[config.mk]
export PLATFORM = sky130hd
export DESIGN_NAME = seh_cordic
export DESIGN_NICKNAME = d
export VERILOG_FILES = /design/src/design/seh_pkg.sv /design/src/design/seh_cordic.sv
export SDC_FILE = /design/constraint.sdc
export NUM_CORES = 2
export LEC_CHECK = 0
export ABC_AREA = 0
export BUFFER_PORTS_ARGS = -buffer_cell sky130_fd_sc_hd__buf_2
export CAP_MARGIN = 20
export CORE_MARGIN = 1
export CORE_UTILIZATION = 35
export CTS_CLUSTER_SIZE = 14
export DETAILED_ROUTE_END_ITERATION = 16
export HOLD_SLACK_MARGIN = 0.08
export SLEW_MARGIN = 20
export SYNTH_ARGS = -nofsm -noshare
export SYNTH_HDL_FRONTEND = slang
export SYNTH_SLANG_ARGS = --single-unit
[constraint.sdc]
create_clock -name clock -period 8.2 [get_ports clock]
set_input_delay 0.82 -clock clock [delete_from_list [all_inputs] [get_ports clock]]
set_output_delay 0.82 -clock clock [all_outputs]
set_load 0.05 [all_outputs]
[src/design/seh_pkg.sv]
// seh_pkg: types, constants and helper functions of the star horizon transform
// used by seh_cordic, the top level and the port checker; no dependencies
package seh_pkg;

   localparam int ANG_W             = 16;
   localparam int Q15_W             = 16;
   localparam int MAG_W             = 12;
   localparam int COLOR_W           = 8;
   localparam int CORDIC_W          = 34;   // q2.30 data and 2^-32 turn angles, with headroom
   localparam int PROD_W            = 32;
   localparam int ATAN_ENTRIES      = 24;
   localparam int CORDIC_STAGES_DEF = 16;

   localparam logic signed [CORDIC_W-1:0] CORDIC_GAIN = CORDIC_W'(652032874);
   localparam logic [ANG_W-1:0] QUARTER_TURN = 16'h4000;
   localparam logic [ANG_W-1:0] HALF_TURN    = 16'h8000;
   localparam logic [ANG_W-1:0] EIGHTH_TURN  = 16'h2000;

   localparam logic [COLOR_W-1:0] COLOR_FAINT  = 8'd212;
   localparam logic [COLOR_W-1:0] COLOR_BRIGHT = 8'd219;

   // register indexes on the csr port
   localparam logic CSR_SIDEREAL = 1'b0;
   localparam logic CSR_LATITUDE = 1'b1;

   typedef struct packed {
      logic        [ANG_W-1:0] right_ascension;
      logic signed [ANG_W-1:0] declination;
      logic signed [MAG_W-1:0] magnitude;
   } req_type;

   typedef struct packed {
      logic signed [Q15_W-1:0]   vec_x;
      logic signed [Q15_W-1:0]   vec_y;
      logic signed [Q15_W-1:0]   vec_z;
      logic                      above_horizon;
      logic        [COLOR_W-1:0] color_index;
   } rsp_type;

   typedef struct packed {
      logic        [1:0]          quad;
      logic signed [CORDIC_W-1:0] x;
      logic signed [CORDIC_W-1:0] y;
   } cordic_type;

   // arctan(2^-i) in 2^-32 turn
   function automatic logic signed [CORDIC_W-1:0] atan_entry(input int idx);
      logic signed [CORDIC_W-1:0] a;
      a = '0;
      unique case (idx)
         0:  a = CORDIC_W'(536870912);
         1:  a = CORDIC_W'(316933406);
         2:  a = CORDIC_W'(167458907);
         3:  a = CORDIC_W'(85004756);
         4:  a = CORDIC_W'(42667331);
         5:  a = CORDIC_W'(21354465);
         6:  a = CORDIC_W'(10679838);
         7:  a = CORDIC_W'(5340245);
         8:  a = CORDIC_W'(2670163);
         9:  a = CORDIC_W'(1335087);
         10: a = CORDIC_W'(667544);
         11: a = CORDIC_W'(333772);
         12: a = CORDIC_W'(166886);
         13: a = CORDIC_W'(83443);
         14: a = CORDIC_W'(41722);
         15: a = CORDIC_W'(20861);
         16: a = CORDIC_W'(10430);
         17: a = CORDIC_W'(5215);
         18: a = CORDIC_W'(2608);
         19: a = CORDIC_W'(1304);
         20: a = CORDIC_W'(652);
         21: a = CORDIC_W'(326);
         22: a = CORDIC_W'(163);
         23: a = CORDIC_W'(81);
         default: a = '0;
      endcase
      return a;
   endfunction

   // q2.30 to q1.15, round half up, saturate
   function automatic logic signed [Q15_W-1:0] round_q15(input logic signed [CORDIC_W-1:0] v);
      logic signed [CORDIC_W-1:0] t;
      t = (v + CORDIC_W'(16384)) >>> 15;
      if (t > CORDIC_W'(32767)) return 16'sh7fff;
      if (t < -CORDIC_W'(32768)) return 16'sh8000;
      return t[Q15_W-1:0];
   endfunction

   // palette index from magnitude, thresholds are j*0.667 in 1/256 units
   function automatic logic [COLOR_W-1:0] color_of(input logic signed [MAG_W-1:0] mag);
      logic signed [MAG_W-1:0] th [7];
      logic [COLOR_W-1:0] c;
      th[0] = 12'sd0;   th[1] = 12'sd171; th[2] = 12'sd342; th[3] = 12'sd513;
      th[4] = 12'sd684; th[5] = 12'sd854; th[6] = 12'sd1025;
      c = COLOR_FAINT;
      for (int j = 6; j >= 0; j--) begin
         if (mag < th[j]) c = COLOR_BRIGHT - COLOR_W'(j);
      end
      return c;
   endfunction

endpackage

[src/design/seh_cordic.sv]
// seh_cordic: pipelined rotation-mode cordic lane, one stage per iteration
// depends on seh_pkg (widths, arctan table, cordic_type)
module seh_cordic import seh_pkg::*; #(
   parameter int STAGES = CORDIC_STAGES_DEF
) (
   input  logic              clock,
   input  logic [STAGES:0]   advance,
   input  logic [ANG_W-1:0]  angle,
   output cordic_type        result
);

   logic signed [CORDIC_W-1:0] x_ff [STAGES+1];
   logic signed [CORDIC_W-1:0] y_ff [STAGES+1];
   logic signed [CORDIC_W-1:0] z_ff [STAGES+1];
   logic        [1:0]          quad_ff [STAGES+1];

   logic [ANG_W-1:0] shifted;
   logic [1:0]       quad_in;
   logic [ANG_W-1:0] resid;

   // quadrant and residual within an eighth turn
   always_comb begin
      shifted = angle + EIGHTH_TURN;
      quad_in = shifted[ANG_W-1:ANG_W-2];
      resid   = angle - {quad_in, {(ANG_W-2){1'b0}}};
   end

   always_ff @(posedge clock) begin
      if (advance[0]) begin
         x_ff[0]    <= CORDIC_GAIN;
         y_ff[0]    <= '0;
         z_ff[0]    <= {{(CORDIC_W-ANG_W-16){resid[ANG_W-1]}}, resid, 16'b0};
         quad_ff[0] <= quad_in;
      end
   end

   for (genvar i = 0; i < STAGES; i++) begin : g_step
      logic signed [CORDIC_W-1:0] dx, dy;
      assign dx = y_ff[i] >>> i;
      assign dy = x_ff[i] >>> i;
      always_ff @(posedge clock) begin
         if (advance[i+1]) begin
            quad_ff[i+1] <= quad_ff[i];
            if (z_ff[i] >= 0) begin
               x_ff[i+1] <= x_ff[i] - dx;
               y_ff[i+1] <= y_ff[i] + dy;
               z_ff[i+1] <= z_ff[i] - atan_entry(i);
            end else begin
               x_ff[i+1] <= x_ff[i] + dx;
               y_ff[i+1] <= y_ff[i] - dy;
               z_ff[i+1] <= z_ff[i] + atan_entry(i);
            end
         end
      end
   end

   assign result.quad = quad_ff[STAGES];
   assign result.x    = x_ff[STAGES];
   assign result.y    = y_ff[STAGES];

endmodule

* Word level (Yosys, flattened, before mapping)
Memories as Yosys holds them, arrays and structs flattened.
Index checks and enable logic that the tools add are counted.
W data, S select, Z words.
** Word-level totals
- Logic and storage cells :: 343
- Output and inout port bits :: 70
- Memory bits (writable) :: 1768
- Input port bits :: 34
- Memories :: 4
- Flip-flop bits (word level) :: 0
** Memory list
- x_ff :: depth 17, width 34, rd ports 17, clocked after memory_dff 0, write ports 17, RTL line seh_cordic.sv:12 : logic signed [CORDIC_W-1:0] x_ff [STAGES+1];
- y_ff :: depth 17, width 34, rd ports 17, clocked after memory_dff 0, write ports 17, RTL line seh_cordic.sv:13 : logic signed [CORDIC_W-1:0] y_ff [STAGES+1];
- z_ff :: depth 17, width 34, rd ports 16, clocked after memory_dff 0, write ports 17, RTL line seh_cordic.sv:14 : logic signed [CORDIC_W-1:0] z_ff [STAGES+1];
- quad_ff :: depth 17, width 2, rd ports 17, clocked after memory_dff 0, write ports 17, RTL line seh_cordic.sv:15 : logic [1:0] quad_ff [STAGES+1];
** Cells by class
- Muxes and demuxes :: 178
- Add/sub/neg operators :: 97
- Bitwise logic cells :: 48
- Magnitude comparators :: 16
** Operators by type and width (number)
- $mux W34 :: 48
- $ge A34 B1 Y1 const B :: 16
- $mux W1 :: 130
- $add A34 B19 Y34 :: 2
- $add A34 B20 Y34 :: 2
- $add A34 B21 Y34 :: 2
- $add A34 B22 Y34 :: 2
- $add A34 B23 Y34 :: 2
- $add A34 B24 Y34 :: 2
- $add A34 B25 Y34 :: 2
- $add A34 B26 Y34 :: 2
- $add A34 B27 Y34 :: 2
- $add A34 B28 Y34 :: 2
- $add A34 B29 Y34 :: 2
- $add A34 B30 Y34 :: 2
- $add A34 B31 Y34 :: 2
- $add A34 B32 Y34 :: 2
- $add A34 B33 Y34 :: 2
- $sub A34 B19 Y34 :: 2
- $sub A34 B20 Y34 :: 2
- $sub A34 B21 Y34 :: 2
- $sub A34 B22 Y34 :: 2
- $sub A34 B23 Y34 :: 2
- $sub A34 B24 Y34 :: 2
- other kinds (46) :: 103

* Depth between registers and ports, before layout
- Depth in word-level cells :: 5
- Mapped depth :: 22
- Depth with buffers taken out :: 22

* Worst setup path before layout
OpenSTA, ideal clock, no wires.
- Path type :: input -> register
- Start point :: in advance[5]
- End point :: mem y_ff[5][33], data pin
- Required time :: 7.942 ns
- Setup slack :: 3.126 ns
- Cell stages on the path :: 15
- Data arrival time :: 4.816 ns
- Path through :: nand2_1 > clkbuf_1 > mux2i_1 > ha_1 > nor2b_1 > o21a_1 > o21a_1 > o31a_1 > a221oi_2 > o21ai_1 > a211oi_1 > a21oi_1 > a41o_1 > o41a_1 > xnor2_1
** RTL lines
- start: declaration :: RTL line seh_cordic.sv:7 : input logic [STAGES:0] advance,
- end: declaration :: RTL line seh_cordic.sv:13

==> run_results.csv <==
group,metric,value,unit
synth,async_reset_ff_share,0,%
hold_path,min_path_type,"primary input to register",
sta,setup_tns,0,ns
routing,drc,0,
critical_path,cp_slowest_cell,"inv_1",
global_routing,grt_pass1_vias,89400,
cts,htree_levels,4,
synth,syn_area,122000,um2
placement,numPortBuffers,103,
synth,post-synth-top-area-cell,"edfxtp_1",
cts,clk_path_buf_depth,4,
synth,synth_area_leaders,"edfxtp_1, ha_1, xnor2_1, a21oi_1, xor2_1",
critical_path,crit_type,"register to register",
cts,cts_num_sinks,1479,
synth,synth_top_cell_area_share,36.3,%
critical_path,critPathBufInv,2,
critical_path,crit_family,"compound AO/OA/AOI/OAI gates",
routing,first_pass_iters,5,
floorplan,chipHeight,593,um
sta,worst_pin_slew,1.11,ns
floorplan,ios,104,
final_layout,final_cells,17500,
global_routing,grt_first_pass_wirelength,486000,um
final_layout,drive_gt1_share,4.72,%
cts,ctsRootBufferMaster,"clkbuf_16",
floorplan,die-width,593,um
outcome,outcome,"completed",
sta,slew_violations,0,
cts,cts_buffers,183,
synth,syn_area_per_cell,9.71,um2
routing,drtAntennaViolNets,0,
synth,ys_warn_count,0,
cts,clk_latency,0.92,ns
placement,hpwl,244000,um
sta,finalHoldViolCount,0,
floorplan,initial_core_util,35.3,%
synth,synth.yosys.seq_area_share,36.3,%
job,max-cap-violations,0,
sta,setup_violations,0,
floorplan,rows,216,
placement,dp_cells,17100,
global_routing,antenna_found_initial,5,
critical_path,end_kind,"register",
synth,synth_edf_count,1479,
critical_path,cpMostUsedCell,"xnor2_1",
synth,synthesis.nets,14100,
sta,fmax,0.166,GHz
sta,finalClockSkew,0.113,ns
critical_path,required,8.81,ns
sta,finalCriticalPeriod,6.02,ns
cts,clk_pin_slew,0.07,ns
routing,avgRoutedWirePerCell,17.4,um
critical_path,critPathMaxStageDelay,0.83,ns
critical_path,crit_chain,"nand2_2 -> inv_1 -> buf_4 -> nor2_1 -> xnor2_1 -> ha_1 -> or3_1 -> o31a_1 -> a221oi_2 -> o21ai_1 -> a211oi_1 -> a21oi_1 -> a41o_1 -> o41a_1 -> xnor2_1",
routing,viasPerCell,5.29,
global_routing,grt_usage,16.8,%
global_routing,grt_max_degree,74,
final_layout,fin_nets,14200,
synth,synthDistinctLibCells,105,
sta,relSlewSlack,25.5,%
sta,hold_ws,0.189,ns
global_routing,overflow,0,
sta,rsz0062_at_grt,"no",
placement,place.gp.congestion,0.929,
routing,drtIter0Drc,5761,
routing,drt-total-wl,305000,um
synth,ys.flop_type,"edfxtp_1",
routing,vias,92500,
cts,postCtsResizedCells,0,
synth,syn-instance-count,12600,
sta,finalCritPeriodShare,73.4,%
floorplan,die_area,352000,um2
final_layout,area_growth,9.96,%
cts,cts_tree,"yes",
floorplan,core-area,347000,um2
critical_path,crit_fanout,36,
critical_path,startpoint_type,"register",
critical_path,arrival,6.62,ns
synth,ys_seq_elements,1479,
## Yosys cell counts (51+ instances only)
cell type	number
a211oi_1	105
a21o_1	676
a21oi_1	1287
a31oi_1	133
and2_1	52
and3_1	101
clkbuf_1	172
edfxtp_1	1479
ha_1	1379
inv_1	530
mux2_2	51
mux2i_1	60
nand2_1	685
nand2b_1	210
nand3_1	192
nand4_1	103
nor2_1	949
nor2b_1	189
nor3_1	289
nor4_1	98
o21a_1	183
o21ai_0	676
o21bai_1	169
o31ai_1	135
o41ai_1	59
or3_1	81
or4_1	55
xnor2_1	1224
xor2_1	605
## per-layer routing
layer  vias to the layer above  part of all wire (%)  global-route usage, %
li1                      47300                     -                      -
met1                     43100                    43                   20.1
met2                      1619                    50                   30.9
met3                       544                   3.3                   1.80
met4                         4                   3.7                   5.88
met5                         -                0.0085                      0
## flip-flops by register name (all words and copies together), names as in the netlist
signal / count
y_ff: 511
quad_ff: 34
x_ff: 484
z_ff: 450
## placed cells by master (no fill, tap or decap), types with 189 or more instances in the layout
cell type,instances
xnor2_1,1224
ha_1,1379
xor2_1,605
nand2_1,678
nor3_1,289
a21oi_1,1287
inv_1,526
nand2b_1,210
nand3_1,192
o21ai_0,676
a21o_1,676
nor2b_1,189
nor2_1,949
edfxtp_1,1479
## area by class of cell
| type | instances | area (um2) |
|---|---|---|
| fillers | 34500 | 212000 |
| multi-input cells | 10400 | 75200 |
| flip-flops and latches | 1479 | 44400 |
| well taps | 4578 | 5730 |
| clock buffers | 212 | 4730 |
| inverters | 537 | 2020 |
| clock inverters | 118 | 1320 |
| repair buffers | 178 | 1150 |
| diodes | 1 | 2.50 |
## cell families after synthesis
kind of cell | after synthesis | share of synthesized area (%)
and+or+nand+nor | 3151 | 12.5
muxes | 111 | 0.960
buffers and inverters | 738 | 2.27
adders and majority gates | 1421 | 14.8
xor gates and xnor gates | 1832 | 13.1
DFF | 1479 | 36.3
AOI/OAI and AO/OA | 3871 | 20.1
## repair_timing
item,CTS,global route
setup buffers,0,0
endpoints found under the hold margin,14,0
hold buffers,14,0
## worst paths after layout
path	endpoint	slack [ns]	cells past startpoint	start
min reg2reg	quad_ff[0][6]	0.42	0	quad_ff[0][4]
max reg2reg	y_ff[5][33]	2.18	15	z_ff[4][33]
max	y_ff[5][33]	2.18	15	z_ff[4][33]
min	quad_ff[0][1]	0.19	2	angle[15]
## through the flow
stage	setup WS (ns)	instance area, um2	utilization (%)
3_3_place_gp	2.17	128000	37.0
4_1_cts	2.12	135000	38.8
2_1_floorplan	3.13	122000	-
3_5_place_dp	2.14	128000	37.0
6_report	2.18	135000	38.8
5_1_grt	1.86	135000	38.8
Power is not shown: default switching activity piles up to over one toggle a cycle in this logic, so the estimate is an artifact.
